==> src/rtl/core/i2rm_pkg.sv <==
`default_nettype none

package i2rm_pkg;

    // Item kinds carried in the input tuser
    localparam logic [1:0] FUNC_TICK  = 2'd0;
    localparam logic [1:0] FUNC_WRITE = 2'd1;
    localparam logic [1:0] FUNC_READ  = 2'd2;
    localparam logic [1:0] FUNC_DATA  = 2'd3;

    // Completion status codes
    localparam logic [1:0] STATUS_OK     = 2'd0;
    localparam logic [1:0] STATUS_NACK   = 2'd1;
    localparam logic [1:0] STATUS_REJECT = 2'd2;

    // Register indexes on the configuration port
    localparam logic [0:0] REG_SLAVE_ADDRESS  = 1'b0;
    localparam logic [0:0] REG_ACK_POLL_LIMIT = 1'b1;

    localparam logic [6:0] SLAVE_ADDRESS_RESET  = 7'h38;
    localparam logic [7:0] ACK_POLL_LIMIT_RESET = 8'd200;

    localparam int unsigned BITS_PER_BYTE = 8;

    typedef enum logic [4:0] {
        PH_IDLE      = 5'd0,
        PH_START_A   = 5'd1,
        PH_START_B   = 5'd2,
        PH_BIT_LOW   = 5'd3,
        PH_BIT_HIGH  = 5'd4,
        PH_ACK_LOW   = 5'd5,
        PH_ACK_HIGH  = 5'd6,
        PH_WAIT      = 5'd7,
        PH_RD_LOW    = 5'd8,
        PH_RD_HIGH   = 5'd9,
        PH_MACK_LOW  = 5'd10,
        PH_MACK_HIGH = 5'd11,
        PH_STOP_A    = 5'd12,
        PH_STOP_B    = 5'd13,
        PH_STOP_C    = 5'd14
    } t_phase;

    typedef enum logic [1:0] {
        ST_ADDR_W = 2'd0,
        ST_REG    = 2'd1,
        ST_ADDR_R = 2'd2,
        ST_DATA   = 2'd3
    } t_stage;

    typedef struct packed {
        logic [6:0] slave_address;
        logic [7:0] ack_poll_limit;
    } t_cfg;

    typedef struct packed {
        logic [1:0] func;
        logic       sda_level;
        logic [7:0] reg_address;
        logic [7:0] byte_count;
        logic [7:0] data_byte;
    } t_item;

    typedef struct packed {
        logic       scl_level;
        logic       sda_drive;
        logic [7:0] read_byte;
        logic       read_valid;
        logic       read_last;
        logic       data_request;
        logic       busy_res;
        logic       done_res;
        logic [1:0] status;
    } t_result;

endpackage

`default_nettype wire

==> src/rtl/core/i2c_register_master_top.sv <==
// I2C register-access master. Each input beat is one item: a tick carrying the sampled
// SDA level advances the bus by one phase, a start request opens a register write or
// read, and a data beat supplies the next write byte while data_request is set. Every
// item gives exactly one result beat with the SCL/SDA drive to apply and the transfer
// status. One item is taken per clock: the item passes an input register, the phase
// sequencer works it out in a single step and the result lands in an output register,
// so the sustained rate is one item per cycle and a held result stalls the input only
// once both registers are full. Slave address and acknowledge poll window are set through
// the APB port; the user must do this while no transfer is running, unchecked by the block.
`default_nettype none

module i2c_register_master_top (
    input  wire logic        i_clk,
    input  wire logic        i_rst_n,
    // Item input
    input  wire logic        i_s_axis_tvalid,
    output logic             o_s_axis_tready,
    // tdata: [0] sda_level, [8:1] reg_address, [16:9] byte_count, [24:17] data_byte
    input  wire logic [31:0] i_s_axis_tdata,
    // tuser: [1:0] func
    input  wire logic [1:0]  i_s_axis_tuser,
    // Result output
    output logic             o_m_axis_tvalid,
    input  wire logic        i_m_axis_tready,
    // tdata: [0] scl_level, [1] sda_drive, [9:2] read_byte, [10] data_request,
    //        [11] busy_res, [12] done_res, [14:13] status
    output logic      [15:0] o_m_axis_tdata,
    // tuser: [0] read_valid
    output logic             o_m_axis_tuser,
    // tlast: read_last
    output logic             o_m_axis_tlast,
    // Configuration
    input  wire logic        psel,
    input  wire logic        penable,
    input  wire logic        pwrite,
    input  wire logic [2:0]  paddr,
    input  wire logic [31:0] pwdata,
    output logic      [31:0] prdata,
    output logic             pready
);
    import i2rm_pkg::*;

    t_cfg    cfg;
    t_item   r_in;
    logic    r_in_valid;
    t_result step_result;
    t_result r_out;
    logic    r_out_valid;
    logic    advance;

    assign advance         = r_in_valid & (~r_out_valid | i_m_axis_tready);
    assign o_s_axis_tready = ~r_in_valid | advance;

    // Capture the input beat
    always_ff @(posedge i_clk) begin
        if (!i_rst_n) begin
            r_in_valid <= 1'b0;
        end else if (o_s_axis_tready) begin
            r_in_valid <= i_s_axis_tvalid;
        end
    end

    always_ff @(posedge i_clk) begin
        if (o_s_axis_tready && i_s_axis_tvalid) begin
            r_in.func        <= i_s_axis_tuser;
            r_in.sda_level   <= i_s_axis_tdata[0];
            r_in.reg_address <= i_s_axis_tdata[8:1];
            r_in.byte_count  <= i_s_axis_tdata[16:9];
            r_in.data_byte   <= i_s_axis_tdata[24:17];
        end
    end

    i2rm_cfg u_cfg (
        .i_clk   (i_clk),
        .i_rst_n (i_rst_n),
        .psel    (psel),
        .penable (penable),
        .pwrite  (pwrite),
        .paddr   (paddr),
        .pwdata  (pwdata),
        .prdata  (prdata),
        .pready  (pready),
        .o_cfg   (cfg)
    );

    i2rm_engine u_engine (
        .i_clk    (i_clk),
        .i_rst_n  (i_rst_n),
        .i_step   (advance),
        .i_item   (r_in),
        .i_cfg    (cfg),
        .o_result (step_result)
    );

    // Load the result register, drop it once taken
    always_ff @(posedge i_clk) begin
        if (!i_rst_n) begin
            r_out_valid <= 1'b0;
        end else if (advance) begin
            r_out_valid <= 1'b1;
        end else if (i_m_axis_tready) begin
            r_out_valid <= 1'b0;
        end
    end

    always_ff @(posedge i_clk) begin
        if (advance) begin
            r_out <= step_result;
        end
    end

    assign o_m_axis_tvalid = r_out_valid;
    assign o_m_axis_tdata  = {1'b0, r_out.status, r_out.done_res, r_out.busy_res,
                              r_out.data_request, r_out.read_byte, r_out.sda_drive,
                              r_out.scl_level};
    assign o_m_axis_tuser  = r_out.read_valid;
    assign o_m_axis_tlast  = r_out.read_last;

endmodule

`default_nettype wire

==> src/rtl/core/i2rm_cfg.sv <==
`default_nettype none

module i2rm_cfg (
    input  wire logic            i_clk,
    input  wire logic            i_rst_n,
    input  wire logic            psel,
    input  wire logic            penable,
    input  wire logic            pwrite,
    input  wire logic [2:0]      paddr,
    input  wire logic [31:0]     pwdata,
    output logic      [31:0]     prdata,
    output logic                 pready,
    output i2rm_pkg::t_cfg       o_cfg
);
    import i2rm_pkg::*;

    logic [6:0] r_slave_address;
    logic [7:0] r_ack_poll_limit;
    logic       wr_en;

    assign pready = 1'b1;
    assign wr_en  = psel & penable & pwrite & pready;

    // Write the addressed register on the access cycle
    always_ff @(posedge i_clk) begin
        if (!i_rst_n) begin
            r_slave_address  <= SLAVE_ADDRESS_RESET;
            r_ack_poll_limit <= ACK_POLL_LIMIT_RESET;
        end else if (wr_en) begin
            case (paddr[2])
                REG_SLAVE_ADDRESS:  r_slave_address  <= pwdata[6:0];
                REG_ACK_POLL_LIMIT: r_ack_poll_limit <= pwdata[7:0];
                default: ;
            endcase
        end
    end

    // Return the addressed register on a read
    always_comb begin
        case (paddr[2])
            REG_SLAVE_ADDRESS:  prdata = {25'd0, r_slave_address};
            REG_ACK_POLL_LIMIT: prdata = {24'd0, r_ack_poll_limit};
            default:            prdata = 32'd0;
        endcase
    end

    assign o_cfg.slave_address  = r_slave_address;
    assign o_cfg.ack_poll_limit = r_ack_poll_limit;

endmodule

`default_nettype wire

==> src/rtl/core/i2rm_engine.sv <==
`default_nettype none

module i2rm_engine (
    input  wire logic            i_clk,
    input  wire logic            i_rst_n,
    input  wire logic            i_step,
    input  wire i2rm_pkg::t_item i_item,
    input  wire i2rm_pkg::t_cfg  i_cfg,
    output i2rm_pkg::t_result    o_result
);
    import i2rm_pkg::*;

    t_phase     r_phase, n_phase;
    t_stage     r_stage, n_stage;
    logic [3:0] r_bit_index, n_bit_index;
    logic [7:0] r_shift_byte, n_shift_byte;
    logic [7:0] r_bytes_left, n_bytes_left;
    logic [7:0] r_held_register, n_held_register;
    logic       r_is_read, n_is_read;
    logic [7:0] r_poll_count, n_poll_count;
    logic [1:0] r_line, n_line;     // bit 1 scl, bit 0 sda
    logic       r_failed, n_failed;
    logic       r_restart, n_restart;

    logic [7:0] poll_limit;
    logic [7:0] poll_inc;
    logic [3:0] bit_inc;
    logic [7:0] rd_shift;
    logic       last_byte;

    assign poll_limit = (i_cfg.ack_poll_limit == 8'd0) ? 8'd1 : i_cfg.ack_poll_limit;
    assign poll_inc   = r_poll_count + 8'd1;
    assign bit_inc    = r_bit_index + 4'd1;
    assign rd_shift   = {r_shift_byte[6:0], i_item.sda_level};
    assign last_byte  = (r_bytes_left <= 8'd1);

    // Advance the bus sequencer by one item
    always_comb begin
        n_phase         = r_phase;
        n_stage         = r_stage;
        n_bit_index     = r_bit_index;
        n_shift_byte    = r_shift_byte;
        n_bytes_left    = r_bytes_left;
        n_held_register = r_held_register;
        n_is_read       = r_is_read;
        n_poll_count    = r_poll_count;
        n_line          = r_line;
        n_failed        = r_failed;
        n_restart       = r_restart;

        o_result           = '0;

        case (i_item.func)
            FUNC_TICK: begin
                case (r_phase)
                    PH_START_A: begin
                        n_line  = 2'b10;
                        n_phase = PH_START_B;
                    end
                    PH_START_B: begin
                        n_line  = 2'b00;
                        n_phase = PH_BIT_LOW;
                    end
                    PH_BIT_LOW: begin
                        n_line  = {1'b0, r_shift_byte[7]};
                        n_phase = PH_BIT_HIGH;
                    end
                    PH_BIT_HIGH: begin
                        n_line       = {1'b1, r_shift_byte[7]};
                        n_shift_byte = {r_shift_byte[6:0], 1'b0};
                        n_bit_index  = bit_inc;
                        n_phase      = (bit_inc >= 4'(BITS_PER_BYTE)) ? PH_ACK_LOW : PH_BIT_LOW;
                    end
                    PH_ACK_LOW: begin
                        n_line       = 2'b01;
                        n_poll_count = 8'd0;
                        n_phase      = PH_ACK_HIGH;
                    end
                    PH_ACK_HIGH: begin
                        n_line = 2'b11;
                        if (!i_item.sda_level) begin
                            case (r_stage)
                                ST_ADDR_W: begin
                                    n_stage      = ST_REG;
                                    n_shift_byte = r_held_register;
                                    n_bit_index  = 4'd0;
                                    n_phase      = PH_BIT_LOW;
                                end
                                ST_REG: begin
                                    if (r_is_read) begin
                                        n_restart = 1'b1;
                                        n_phase   = PH_STOP_A;
                                    end else if (r_bytes_left == 8'd0) begin
                                        n_phase = PH_STOP_A;
                                    end else begin
                                        n_phase = PH_WAIT;
                                    end
                                end
                                ST_ADDR_R: begin
                                    n_shift_byte = 8'd0;
                                    n_bit_index  = 4'd0;
                                    n_phase      = PH_RD_LOW;
                                end
                                default: begin
                                    n_bytes_left = r_bytes_left - 8'd1;
                                    n_phase = (r_bytes_left == 8'd1) ? PH_STOP_A : PH_WAIT;
                                end
                            endcase
                        end else begin
                            n_poll_count = poll_inc;
                            if (poll_inc >= poll_limit) begin
                                n_failed  = 1'b1;
                                n_restart = 1'b0;
                                n_phase   = PH_STOP_A;
                            end
                        end
                    end
                    PH_WAIT: begin
                        n_line = 2'b01;
                    end
                    PH_RD_LOW: begin
                        n_line  = 2'b01;
                        n_phase = PH_RD_HIGH;
                    end
                    PH_RD_HIGH: begin
                        n_line       = 2'b11;
                        n_shift_byte = rd_shift;
                        n_bit_index  = bit_inc;
                        if (bit_inc >= 4'(BITS_PER_BYTE)) begin
                            o_result.read_valid = 1'b1;
                            o_result.read_byte  = rd_shift;
                            o_result.read_last  = last_byte;
                            n_phase             = PH_MACK_LOW;
                        end else begin
                            n_phase = PH_RD_LOW;
                        end
                    end
                    PH_MACK_LOW: begin
                        n_line  = {1'b0, last_byte};
                        n_phase = PH_MACK_HIGH;
                    end
                    PH_MACK_HIGH: begin
                        n_line = {1'b1, last_byte};
                        if (last_byte) begin
                            n_bytes_left = 8'd0;
                            n_phase      = PH_STOP_A;
                        end else begin
                            n_bytes_left = r_bytes_left - 8'd1;
                            n_shift_byte = 8'd0;
                            n_bit_index  = 4'd0;
                            n_phase      = PH_RD_LOW;
                        end
                    end
                    PH_STOP_A: begin
                        n_line  = 2'b00;
                        n_phase = PH_STOP_B;
                    end
                    PH_STOP_B: begin
                        n_line  = 2'b10;
                        n_phase = PH_STOP_C;
                    end
                    PH_STOP_C: begin
                        n_line = 2'b11;
                        if (r_restart) begin
                            n_restart    = 1'b0;
                            n_stage      = ST_ADDR_R;
                            n_shift_byte = {i_cfg.slave_address, 1'b1};
                            n_bit_index  = 4'd0;
                            n_phase      = PH_START_A;
                        end else begin
                            o_result.done_res = 1'b1;
                            o_result.status   = r_failed ? STATUS_NACK : STATUS_OK;
                            n_failed          = 1'b0;
                            n_phase           = PH_IDLE;
                        end
                    end
                    PH_IDLE: begin
                        n_line  = 2'b11;
                        n_phase = PH_IDLE;
                    end
                    default: begin
                        n_line  = 2'b11;
                        n_phase = PH_IDLE;
                    end
                endcase
            end
            FUNC_DATA: begin
                // Take the next write byte only while waiting for one
                if (r_phase == PH_WAIT) begin
                    n_stage      = ST_DATA;
                    n_shift_byte = i_item.data_byte;
                    n_bit_index  = 4'd0;
                    n_phase      = PH_BIT_LOW;
                end
            end
            default: begin
                // Start request: honoured only when idle
                if (r_phase == PH_IDLE) begin
                    if (i_item.func == FUNC_READ && i_item.byte_count == 8'd0) begin
                        o_result.done_res = 1'b1;
                        o_result.status   = STATUS_REJECT;
                    end else begin
                        n_is_read       = (i_item.func == FUNC_READ);
                        n_held_register = i_item.reg_address;
                        n_bytes_left    = i_item.byte_count;
                        n_stage         = ST_ADDR_W;
                        n_failed        = 1'b0;
                        n_restart       = 1'b0;
                        n_poll_count    = 8'd0;
                        n_shift_byte    = {i_cfg.slave_address, 1'b0};
                        n_bit_index     = 4'd0;
                        n_phase         = PH_START_A;
                    end
                end
            end
        endcase

        o_result.scl_level    = n_line[1];
        o_result.sda_drive    = n_line[0];
        o_result.data_request = (n_phase == PH_WAIT);
        o_result.busy_res     = (n_phase != PH_IDLE);
    end

    // Hold sequencer state between items
    always_ff @(posedge i_clk) begin
        if (!i_rst_n) begin
            r_phase         <= PH_IDLE;
            r_stage         <= ST_ADDR_W;
            r_bit_index     <= 4'd0;
            r_shift_byte    <= 8'd0;
            r_bytes_left    <= 8'd0;
            r_held_register <= 8'd0;
            r_is_read       <= 1'b0;
            r_poll_count    <= 8'd0;
            r_line          <= 2'b11;
            r_failed        <= 1'b0;
            r_restart       <= 1'b0;
        end else if (i_step) begin
            r_phase         <= n_phase;
            r_stage         <= n_stage;
            r_bit_index     <= n_bit_index;
            r_shift_byte    <= n_shift_byte;
            r_bytes_left    <= n_bytes_left;
            r_held_register <= n_held_register;
            r_is_read       <= n_is_read;
            r_poll_count    <= n_poll_count;
            r_line          <= n_line;
            r_failed        <= n_failed;
            r_restart       <= n_restart;
        end
    end

endmodule

`default_nettype wire

==> config.mk <==
export PLATFORM = sky130hd
export DESIGN_NAME = i2c_register_master_top
export DESIGN_NICKNAME = d
export VERILOG_FILES = /design/src/rtl/core/i2rm_pkg.sv /design/src/rtl/core/i2c_register_master_top.sv /design/src/rtl/core/i2rm_cfg.sv /design/src/rtl/core/i2rm_engine.sv
export SDC_FILE = /design/constraint.sdc
export NUM_CORES = 1
export LEC_CHECK = 0
export BUFFER_PORTS_ARGS = -buffer_cell sky130_fd_sc_hd__buf_2
export CELL_PAD_IN_SITES_DETAIL_PLACEMENT = 1
export CELL_PAD_IN_SITES_GLOBAL_PLACEMENT = 2
export CORE_ASPECT_RATIO = 1.5
export CORE_MARGIN = 2
export CORE_UTILIZATION = 35
export DETAILED_ROUTE_END_ITERATION = 10
export PLACE_DENSITY_LB_ADDON = 0.1
export SLEW_MARGIN = 20
export SYNTH_ARGS = -nofsm -noshare
export SYNTH_HDL_FRONTEND = slang
export SYNTH_SLANG_ARGS = --single-unit
==> constraint.sdc <==
create_clock -name i_clk -period 4.6 [get_ports i_clk]
set_input_delay 0.46 -clock i_clk [delete_from_list [all_inputs] [get_ports i_clk]]
set_output_delay 0.46 -clock i_clk [all_outputs]
set_load 0.1 [all_outputs]
**After elaboration in Yosys (flattened, before gate mapping)**

Index checks and enable logic that the tools add are counted.

- Logic and storage cells: 197
- Flip-flop bits (word level): 109
- Input port bits: 76
- Output and inout port bits: 53

- Bitwise operators: 11
- Reduce and logical (&&, ||, !) cells: 31
- $add $sub $neg: 3
- Multiplexer cells: 79
- Order comparisons: 3
- Equality and inequality tests: 41

Operators with widths:

| operator | number |
|---|---|
| $mux W8 | 15 |
| $pmux W8 S2 | 6 |
| $pmux W5 S14 | 1 |
| $pmux W32 S2 | 1 |
| $pmux W8 S5 | 1 |
| $mux W4 | 9 |
| $eq A5 B4 Y1 const B | 7 |
| $ne A3 B3 Y1 const B | 11 |
| $mux W5 | 6 |
| $eq A5 B3 Y1 const B | 5 |
| $logic_not A8 Y1 | 3 |
| $reduce_and A8 Y1 | 3 |
| $mux W2 | 9 |
| $mux W3 | 6 |
| $reduce_and A9 Y1 | 2 |
| $pmux W4 S4 | 1 |
| $pmux W5 S3 | 1 |
| $pmux W2 S7 | 1 |
| $mux W1 | 13 |
| $eq A5 B2 Y1 const B | 2 |
| $pmux W5 S2 | 1 |
| $reduce_or A2 Y1 | 5 |
| $add A8 B1 Y8 const B | 1 |
| $eq A8 B1 Y1 const B | 1 |
| 34 further kinds | 57 |

**Logic depth before layout (Yosys ltp)**

Gate-level depths: netlist of the first run.

- Word-level depth: 8
- Mapped depth: 11
- Depth with buffers taken out: 11

**Hierarchy**

A second synthesis of the first run with hierarchy kept.

- Cells, all modules: 644
- Area total of the unflattened synthesis: 6130.9 um2

Modules (own cells, without submodules):

| module | instances | area each (um2) | cells an instance | sequential area each (um2) |
|---|---|---|---|---|
| i2rm_engine | 1 | 3744.8 | 490 | 960.9 |
| i2c_register_master_top | 1 | 1436.4 | 55 | 1361.3 |
| i2rm_cfg | 1 | 949.7 | 99 | 300.3 |

**Worst setup path after synthesis of the first run**

No wires, ideal clock.

- Path type: input -> output
- Start point: in paddr[2]
- End point: out prdata[0]
- Cell stages on the path: 3
- Setup slack: 1223 ps
- Arrival: 2917 ps
- Path buffers: 2
- Data required time: 4140 ps
- Cell sequence: clkbuf_1 clkbuf_1 o21ai_0

- Cells in the longest elaborated chain, start to end: 2

Ends and longest elaborated chain:

| element | RTL line | source |
|---|---|---|
| start, declared | i2c_register_master_top.sv:36 | `input wire logic [2:0] paddr,` |
| $not A1 Y1 (no line) | - |  |
| $pmux W32 S2 (*) | i2rm_cfg.sv:40 | `case (paddr[2])` |
| end, declared | i2c_register_master_top.sv:38 | `output logic [31:0] prdata,` |

Mark *: on every way between the ends. The rest lies on a longest branch, timed or not. The select of a mux whose other input is x is not followed.

==> results of run 1 <==
sequential cells by signal (all words and copies together), names as in the netlist:
register                  count
o_m_axis_tdata               15
o_m_axis_tlast                1
o_m_axis_tuser                1
o_m_axis_tvalid               1
r_in                         27
r_in_valid                    1
u_cfg.r_ack_poll_limit        8
u_cfg.r_slave_address         7
u_engine.r_bit_index          4
u_engine.r_bytes_left         8
u_engine.r_failed             1
u_engine.r_held_register      8
u_engine.r_is_read            1
u_engine.r_line               2
u_engine.r_phase              5
u_engine.r_poll_count         8
u_engine.r_restart            1
u_engine.r_shift_byte         8
u_engine.r_stage              2
per-layer routing:
layer / GRT usage (%) / part of all wire [%]
met2: 37.2 / 53
met1: 24.8 / 42
met4: 6.88 / 2.0
met3: 2.99 / 2.6
met5: 0 / 0
power groups by stage:
| stage | clock (mW) | combinational (mW) | sequential (mW) |
|---|---|---|---|
| final | 0.818 | 0.402 | 1.07 |
| after global routing | 0.864 | 0.430 | 1.08 |
| after global placement | 0 | 0.399 | 1.09 |
| after detailed placement | 0 | 0.403 | 1.09 |
| after CTS | 0.838 | 0.404 | 1.07 |
| after floorplan | 0 | 0.284 | 1.14 |
critical path: cells and delay by family (launching register included):
family / cells / cell delay (ns)
AND/OR/NAND/NOR: 4 / 0.88
AO/OA/AOI/OAI: 5 / 1.21
flip-flops: 1 / 0.42
XOR/XNOR: 1 / 0.22
adder cells (fa/ha/maj): 1 / 0.28
stage by stage:
step	util (%)	power [mW]
after floorplan	-	1.42
after global placement	37.9	1.49
after global routing	39.8	2.37
final	39.8	2.29
after CTS	39.8	2.31
after detailed placement	37.9	1.50
worst max-delay path by stage:
stage,start,end,slack (ns)
2_1_floorplan,paddr[2],prdata[0],1.22
3_3_place_gp,u_engine.r_poll_count[0],o_m_axis_tdata[10],1.34
3_5_place_dp,u_engine.r_poll_count[0],o_m_axis_tdata[11],1.29
4_1_cts,u_engine.r_poll_count[0],o_m_axis_tdata[11],1.26
5_1_grt,u_engine.r_poll_count[0],o_m_axis_tdata[10],0.94
6_report,u_engine.r_poll_count[0],o_m_axis_tdata[11],1.32
kinds of logic after synthesis:
| group | synth area share [%] |
|---|---|
| adders and majority gates | 3.17 |
| DFF | 44.3 |
| and+or+nand+nor | 21.8 |
| AOI/OAI and AO/OA | 19.0 |
| other | 0.127 |
| muxes | 2.05 |
| xor gates and xnor gates | 1.33 |
| buffers and inverters | 8.19 |
cell type report:
cell class,count,area [µm²]
clock inverter,6,58.8
clock buffer,10,250
timing repair buffer,81,435
fill,1997,10000
tap,210,263
sequential,109,2620
inverter,30,113
multi-input combinational,484,2900
cells in the mapped netlist, types with 10 or more instances:
cell / n
clkbuf_1: 24
nand3_1: 32
and2_1: 10
dfxtp_1: 65
a21oi_1: 48
o21ai_0: 29
nand2b_1: 10
nor3_1: 10
inv_1: 30
nand2_1: 86
o211ai_1: 12
edfxtp_1: 44
mux2i_1: 11
nor2_1: 50
buf_4: 26
ha_1: 15
==> results.md, run 1 <==
- The die is 110 µm wide.
- After detailed routing, the total wire length is 17700 µm.
- Compared with the post-synthesis result, the final layout area differs by 12.3%.
- The cell type with the largest total area after synthesis is edfxtp_1.
- The count of placed standard cells including taps is 914.
- The floorplan has 58 rows.
- The number of gates resized after CTS is 0.
- The maximum clock skew at final layout is 0.00892 ns.
- STA puts the critical path data arrival time at 3.38 ns.
- The switching power summed over all nets is 0.751 mW.
- Using the TritonRoute via totals, the vias-per-cell ratio works out to 5.45.
- The count of port buffers added during placement is 69.
- The final-report hold violation count came to 0.
- For this run, the post-layout net count is 806.
- In this run the post-CTS setup repair buffer count came out at 0.
- The power density of the placed cells is 345 nW/µm².
- The startpoint identified for the worst register-to-register timing path is u_engine.r_poll_count[0].
- The flow ran to the end, and the final reports show no timing, DRC or antenna violations.
- Among all flip-flop cells after synthesis, the most frequent one is dfxtp_1.
- The commonest non-fill, non-tap cell in the layout is nand2_1.
- The routed wire length per instance is 19.0 µm.
- The via count of the first global-routing pass is 5224.
- The combinational share of power is 17.5%.
- The die covers 18000 µm².
- The floorplan step defined a core boundary enclosing 16700 µm².
- The peak fanout along the critical path is 5.
- The clock slew at the register clock pins of the worst setup and hold paths is 0.08 ns.
- The gate count of the mapped netlist is 666.
- The starting DRC count in detailed routing is 198.
- The global placement routability congestion is 0.788.
- The total routing usage reported by global routing is 20.7%.
- The worst slew margin relative to its limit is 37.0%.
- The setup slack on the worst flop-to-flop path is 1.32 ns.
- The share of synthesized flip-flops with an asynchronous set or reset is 0%.
- The class of the tightest hold or removal check is in -> reg.
- The sum of net half-perimeters after detailed placement is 13200 µm.
- The ratio of cells with drive above 1 in the final layout is 15.7%.
- Each instance of the synthesized netlist takes up on average 8.88 µm².
- The standard cell with the maximum stage delay on the critical path is a41oi_1.
- At the worst endpoint, the required time is 4.70 ns.
- The time the worst path needs with I/O delays and setup is 3.28 ns.
- The number of slew-limit violations in the final report was 0.
- The wire length of the first global-routing pass is 28200 µm.
- The library cells used most frequently in the layout, excluding fill and tap cells, are 86 x nand2_1, 69 x buf_2, 65 x dfxtp_1.
- Detailed routing inserted a total of 5073 vias.
- The worst hold slack across all endpoints is 0.265 ns.
- The number of enable-type register cells in the synthesized netlist is 44.
- In this run the remaining antenna-violating nets after routing total 0.
- In the post-synthesis netlist, the biggest area contributors are edfxtp_1 22%, dfxtp_1 22%, nand2_1 5.5%.
- For the pin with the worst max-slew slack, the measured transition is 0.944 ns.
- The part of the total power dissipated in the clock network is 35.7%.
- The accumulated negative setup slack is 0 ns.
- The number of warnings printed during yosys synthesis is 0.
- The hold buffer count at cts is 0.
- After synthesis the netlist holds a flip-flop and latch count of 109.
- Summed over all layers, the global routing overflow is 0.
- The initial standard-cell utilization of the core is 35.4%.
- The clock tree from TritonCTS is yes.
- 0 antenna diodes ended up in the layout.
- The depth of the most critical reg-to-reg path is 11.
- Based on the critical path, the design can be clocked at up to 305 MHz.
- The count of clock tree sinks is 109.
- In this run the count of I/O pins placed on the die edge is 129.
- The number of antenna violations at the first check in global routing is 0.
- Max-cap violations in this run came to 0.
- Along the worst hold path, the cell count comes to 1.
- The number of buffers added by the clock tree synthesis step is 9.
- The iteration count of the initial detailed-routing pass is 4.
- Setup repair after global routing left no endpoint under its margin.
- The post-detailed-placement cell area is 6330 µm².
- The cell sitting at the root of the clock tree is a clkbuf_16.
- The largest net degree at the start of global routing is 28.
- The worst setup path category is reg -> reg.
- The worst voltage drop across the vdd grid is 0.000148 V.
- Once layout is complete, the cells apart from fillers number 930.
- The worst setup path is launched from a flip-flop.
- The minimum setup slack after placement is 1.29 ns.
- In this run the vertical extent of the chip is 163 µm.
- The endpoint of the worst-slack reg-to-reg timing path is o_m_axis_tdata[11].
- The maximum root-to-sink buffer count is 2.
- The switching part of the total power is 32.8%.
- The final non-filler cell area is 6640 µm².
- Setup violations remaining at the end of the flow were counted as 0.
- Of the total power, registers draw 46.8%.
- The synthesized design devotes to its leading area cell type 22.3% of total area.
- The post-synthesis cell type count is 74.
- The sequential-to-total area share from yosys stat is 44.3%.
- The worst-case setup margin in the final layout is 1.32 ns.
- STA classifies the critical path endpoint as a flip-flop.
- For this run, the slowest stage of the critical path takes 0.54 ns.
- The clock tree synthesis step divided the H-tree into 3 levels.
- The critical path goes through nand3_1 > or2_2 > nor2_1 > xor2_1 > ha_1 > a21oi_1 > o21ai_0 > a41oi_1 > o211ai_1 > o21bai_1 > nand4b_1.
- The clock latency on the worst-skew pair is 0.36 ns.
- The post-route fraction of the period consumed by the critical path is 71.3%.
- After synthesis the cells add up to 5920 µm².
- In this run the static leakage power is 2.56 nW.
- The internal power of the cells is 1.54 mW.
- The worst hold path terminates at r_in[6].
- In the routed design, unresolved DRC markers number 0.
- The startpoint of the lowest-slack hold path is i_s_axis_tdata[23].
No activity file was read; power rests on OpenSTA's default activity.
==> inputs of run 2 (changes only) <==
--- a/config.mk
+++ b/config.mk
@@ -10,7 +10,7 @@
 export CELL_PAD_IN_SITES_GLOBAL_PLACEMENT = 2
 export CORE_ASPECT_RATIO = 1.5
 export CORE_MARGIN = 2
-export CORE_UTILIZATION = 35
+export CORE_UTILIZATION = 29
 export DETAILED_ROUTE_END_ITERATION = 10
 export PLACE_DENSITY_LB_ADDON = 0.1
 export SLEW_MARGIN = 20
==> constraint.sdc (replaced) <==
create_clock -name i_clk -period 2.8 [get_ports i_clk]
set_input_delay 0.28 -clock i_clk [delete_from_list [all_inputs] [get_ports i_clk]]
set_output_delay 0.28 -clock i_clk [all_outputs]
set_load 0.1 [all_outputs]
==> results.md, run 2 (synthesis gave the netlist of run 1 again) <==
- The ratio of cells with drive above 1 in the final layout was 21.5% (+5.8 points).
- The depth of the most critical reg-to-reg path was 12 (+1).
- The horizontal die dimension is 121 µm (+9.5%).
- The number of slew-limit violations in the final report came to 0 (unchanged).
- The number of flip-flops in the largest register is 27 (unchanged).
- The number of antenna violations at the first check in global routing is 0 (unchanged).
- The routed wire length per instance was 19.0 µm (about the same).
- The detailed-route via count is 5210 (+2.7%).
- The signal on the critical path passes through nand3_1 > or2_4 > buf_4 > xnor2_2 > ha_1 > a21oi_2 > o21ai_0 > a41oi_1 > buf_4 > o211ai_1 > o21bai_4 > nand4b_1.
- The final-report hold violation count came to 0 (unchanged).
- The register with the most flip-flops is r_in.
- The depth of the worst hold-timing path is 1 (unchanged).
- The cell seen most often among critical-path stages is buf_4.
- The critical path in this run is classified as reg -> reg.
- The number of buffers added by the clock tree synthesis step is 9 (unchanged).
- The time the worst path needs with I/O delays and setup is 2.62 ns (-0.662 ns).
- The wire length of the first global-routing pass came to 30600 µm (+8.9%).
- The height of the die is 179 µm (+9.6%).
- The area inside the core boundary was 20200 µm² (+21%).
- The count of port buffers added during placement is 69 (unchanged).
- The post-route fraction of the period consumed by the critical path was 93.5% (+22 points).
- The leakage power summed over all cells is 2.76 nW (+7.8%).
- The cell sitting at the root of the clock tree is a clkbuf_16.
- The number of primary I/O pins is 129 (unchanged).
- The maximum clock skew at final layout is 0.0115 ns (+0.00256 ns).
- The number of nets with antenna violations after routing is 0 (unchanged).
- The required time of the critical path is 2.90 ns (-1.80 ns).
- The reported max-cap violation count is 0 (unchanged).
- The worst-margin pin slew is 0.791 ns (-0.153 ns).
- The instance count on the critical path is 12 (+1).
- The total routing usage reported by global routing is 18.7% (-2.0 points).
- The class of the tightest hold or removal check is in -> reg.
- The clock slew at the register clock pins of the worst setup and hold paths is 0.08 ns (about the same).
- The initial standard-cell utilization of the core was 29.3% (-6.1 points).
- The hold buffer count at cts is 0 (unchanged).
- In the layout the commonest cells are 86 x nand2_1, 69 x buf_2, 62 x dfxtp_1.
- The category of the worst setup path capture point is a flip-flop.
- The gate family responsible for the most delay along the worst path is compound AO/OA/AOI/OAI gates.
- The element type at the critical path start is a flip-flop.
- The maximum root-to-sink buffer count is 2 (unchanged).
- The worst slew margin relative to its limit is 47.2% (+10 points).
- The accumulated negative setup slack is 0 ns (unchanged).
- The standard cell with the maximum stage delay on the critical path is dfxtp_4.
- The data arrival time at the worst-slack endpoint is 2.71 ns (-0.67 ns).
- The via-per-instance ratio is 5.10 (-6.5%).
- The delay of the slowest cell on the worst path is 0.36 ns (-0.18 ns).
- The power density of the placed cells is 540 nW/µm² (+57%).
- The wire length after detailed routing is 19400 µm (+9.7%).
- The count of placed standard cells in the final layout, fillers left out is 1021 (+9.8%).
- The post-layout net count came to 843 (+4.6%).
- The iteration count of the initial detailed-routing pass was 4 (unchanged).
- The top achievable clock speed is 382 MHz (+25%).
- The number of remaining DRC errors was 0 (unchanged).
- The die area is 21600 µm² (+20%).
- The count of clock tree sinks is 109 (unchanged).
- The clock latency on the worst-skew pair is 0.37 ns (about the same).
- The largest net degree at the start of global routing came to 28 (unchanged).
- The number of buffers and inverters on the critical path was 2 (+2).
- The commonest non-fill, non-tap cell in the layout is nand2_1.
- The via count of the first global-routing pass was 5596 (+7.1%).
- The count of standard-cell rows is 64 (+10%).
- The total inserted antenna cells came to 0 (unchanged).
- The count of placed standard cells including taps is 1001 (+9.5%).
- The peak fanout along the critical path is 3 (-2).
- The flow ran to the end, and the final reports show no timing, DRC or antenna violations.
- The starting DRC count in detailed routing came to 202 (+2.0%).
- The number of H-tree branching levels is 3 (unchanged).
- The worst voltage drop across the vdd grid is 0.000277 V (+87%).
- The global placement routability congestion is 0.823 (+4.5%).
- The clock tree from TritonCTS is yes.
- The sum of net half-perimeters after detailed placement is 14700 µm (+11%).
- Relative to the synthesized area, the layout overhead comes to 20.0%.
- The setup-violating endpoint count in the final report is 0 (unchanged).
- The final global-route overflow total came to 0 (unchanged).
==> run 2: metal layers <==
layer	wire (µm)	global-route usage [%]
met1	8080	21.3
met2	10100	33.7
met3	562	3.59
met4	611	8.28
met5	0	0
==> run 2: where the power goes <==
group	total [mW]	internal, mW	switching [mW]
sequential	1.76	1.71	0.0411
combinational	0.703	0.161	0.542
clock	1.38	0.710	0.667
==> run 2: through the flow <==
step / setup slack (ns) / cell area [µm²] / util (%) / hold WS [ns] / total power, mW
after global routing: -0.00797 / 7100 / 35.2 / 0.0612 / 4.00
after floorplan: -0.217 / 6010 / - / 0.379 / 2.34
after detailed placement: 0.0311 / 6660 / 33.0 / 0.459 / 2.50
after CTS: 0.0110 / 6980 / 34.6 / 0.0599 / 3.90
after global placement: 0.0236 / 6660 / 33.0 / 0.453 / 2.49
final: 0.183 / 7100 / 35.2 / 0.0788 / 3.84
==> run 2: final timing paths <==
kind / from / to / slack, ns
max reg2reg: u_engine.r_poll_count[1] / o_m_axis_tdata[11] / 0.18
max: u_engine.r_poll_count[1] / o_m_axis_tdata[11] / 0.18
min reg2reg: u_cfg.r_slave_address[2] / u_cfg.r_slave_address[2] / 0.48
min: i_s_axis_tdata[17] / r_in[0] / 0.08
==> run 2: final cells by class <==
cell class	count	area (µm²)
Sequential cell	109	2630
Tap cell	264	330
Inverter	30	113
Clock buffer	9	225
Clock inverter	7	81.3
Timing Repair Buffer	118	742
Fill cell	2433	13100
Multi-Input combinational cell	484	2980
==> run 2: repair_timing <==
action	4_1_cts	5_1_grt
pin swaps	1	9
setup endpoints to repair	1	5
setup buffers	1	3
resized for setup	0	20
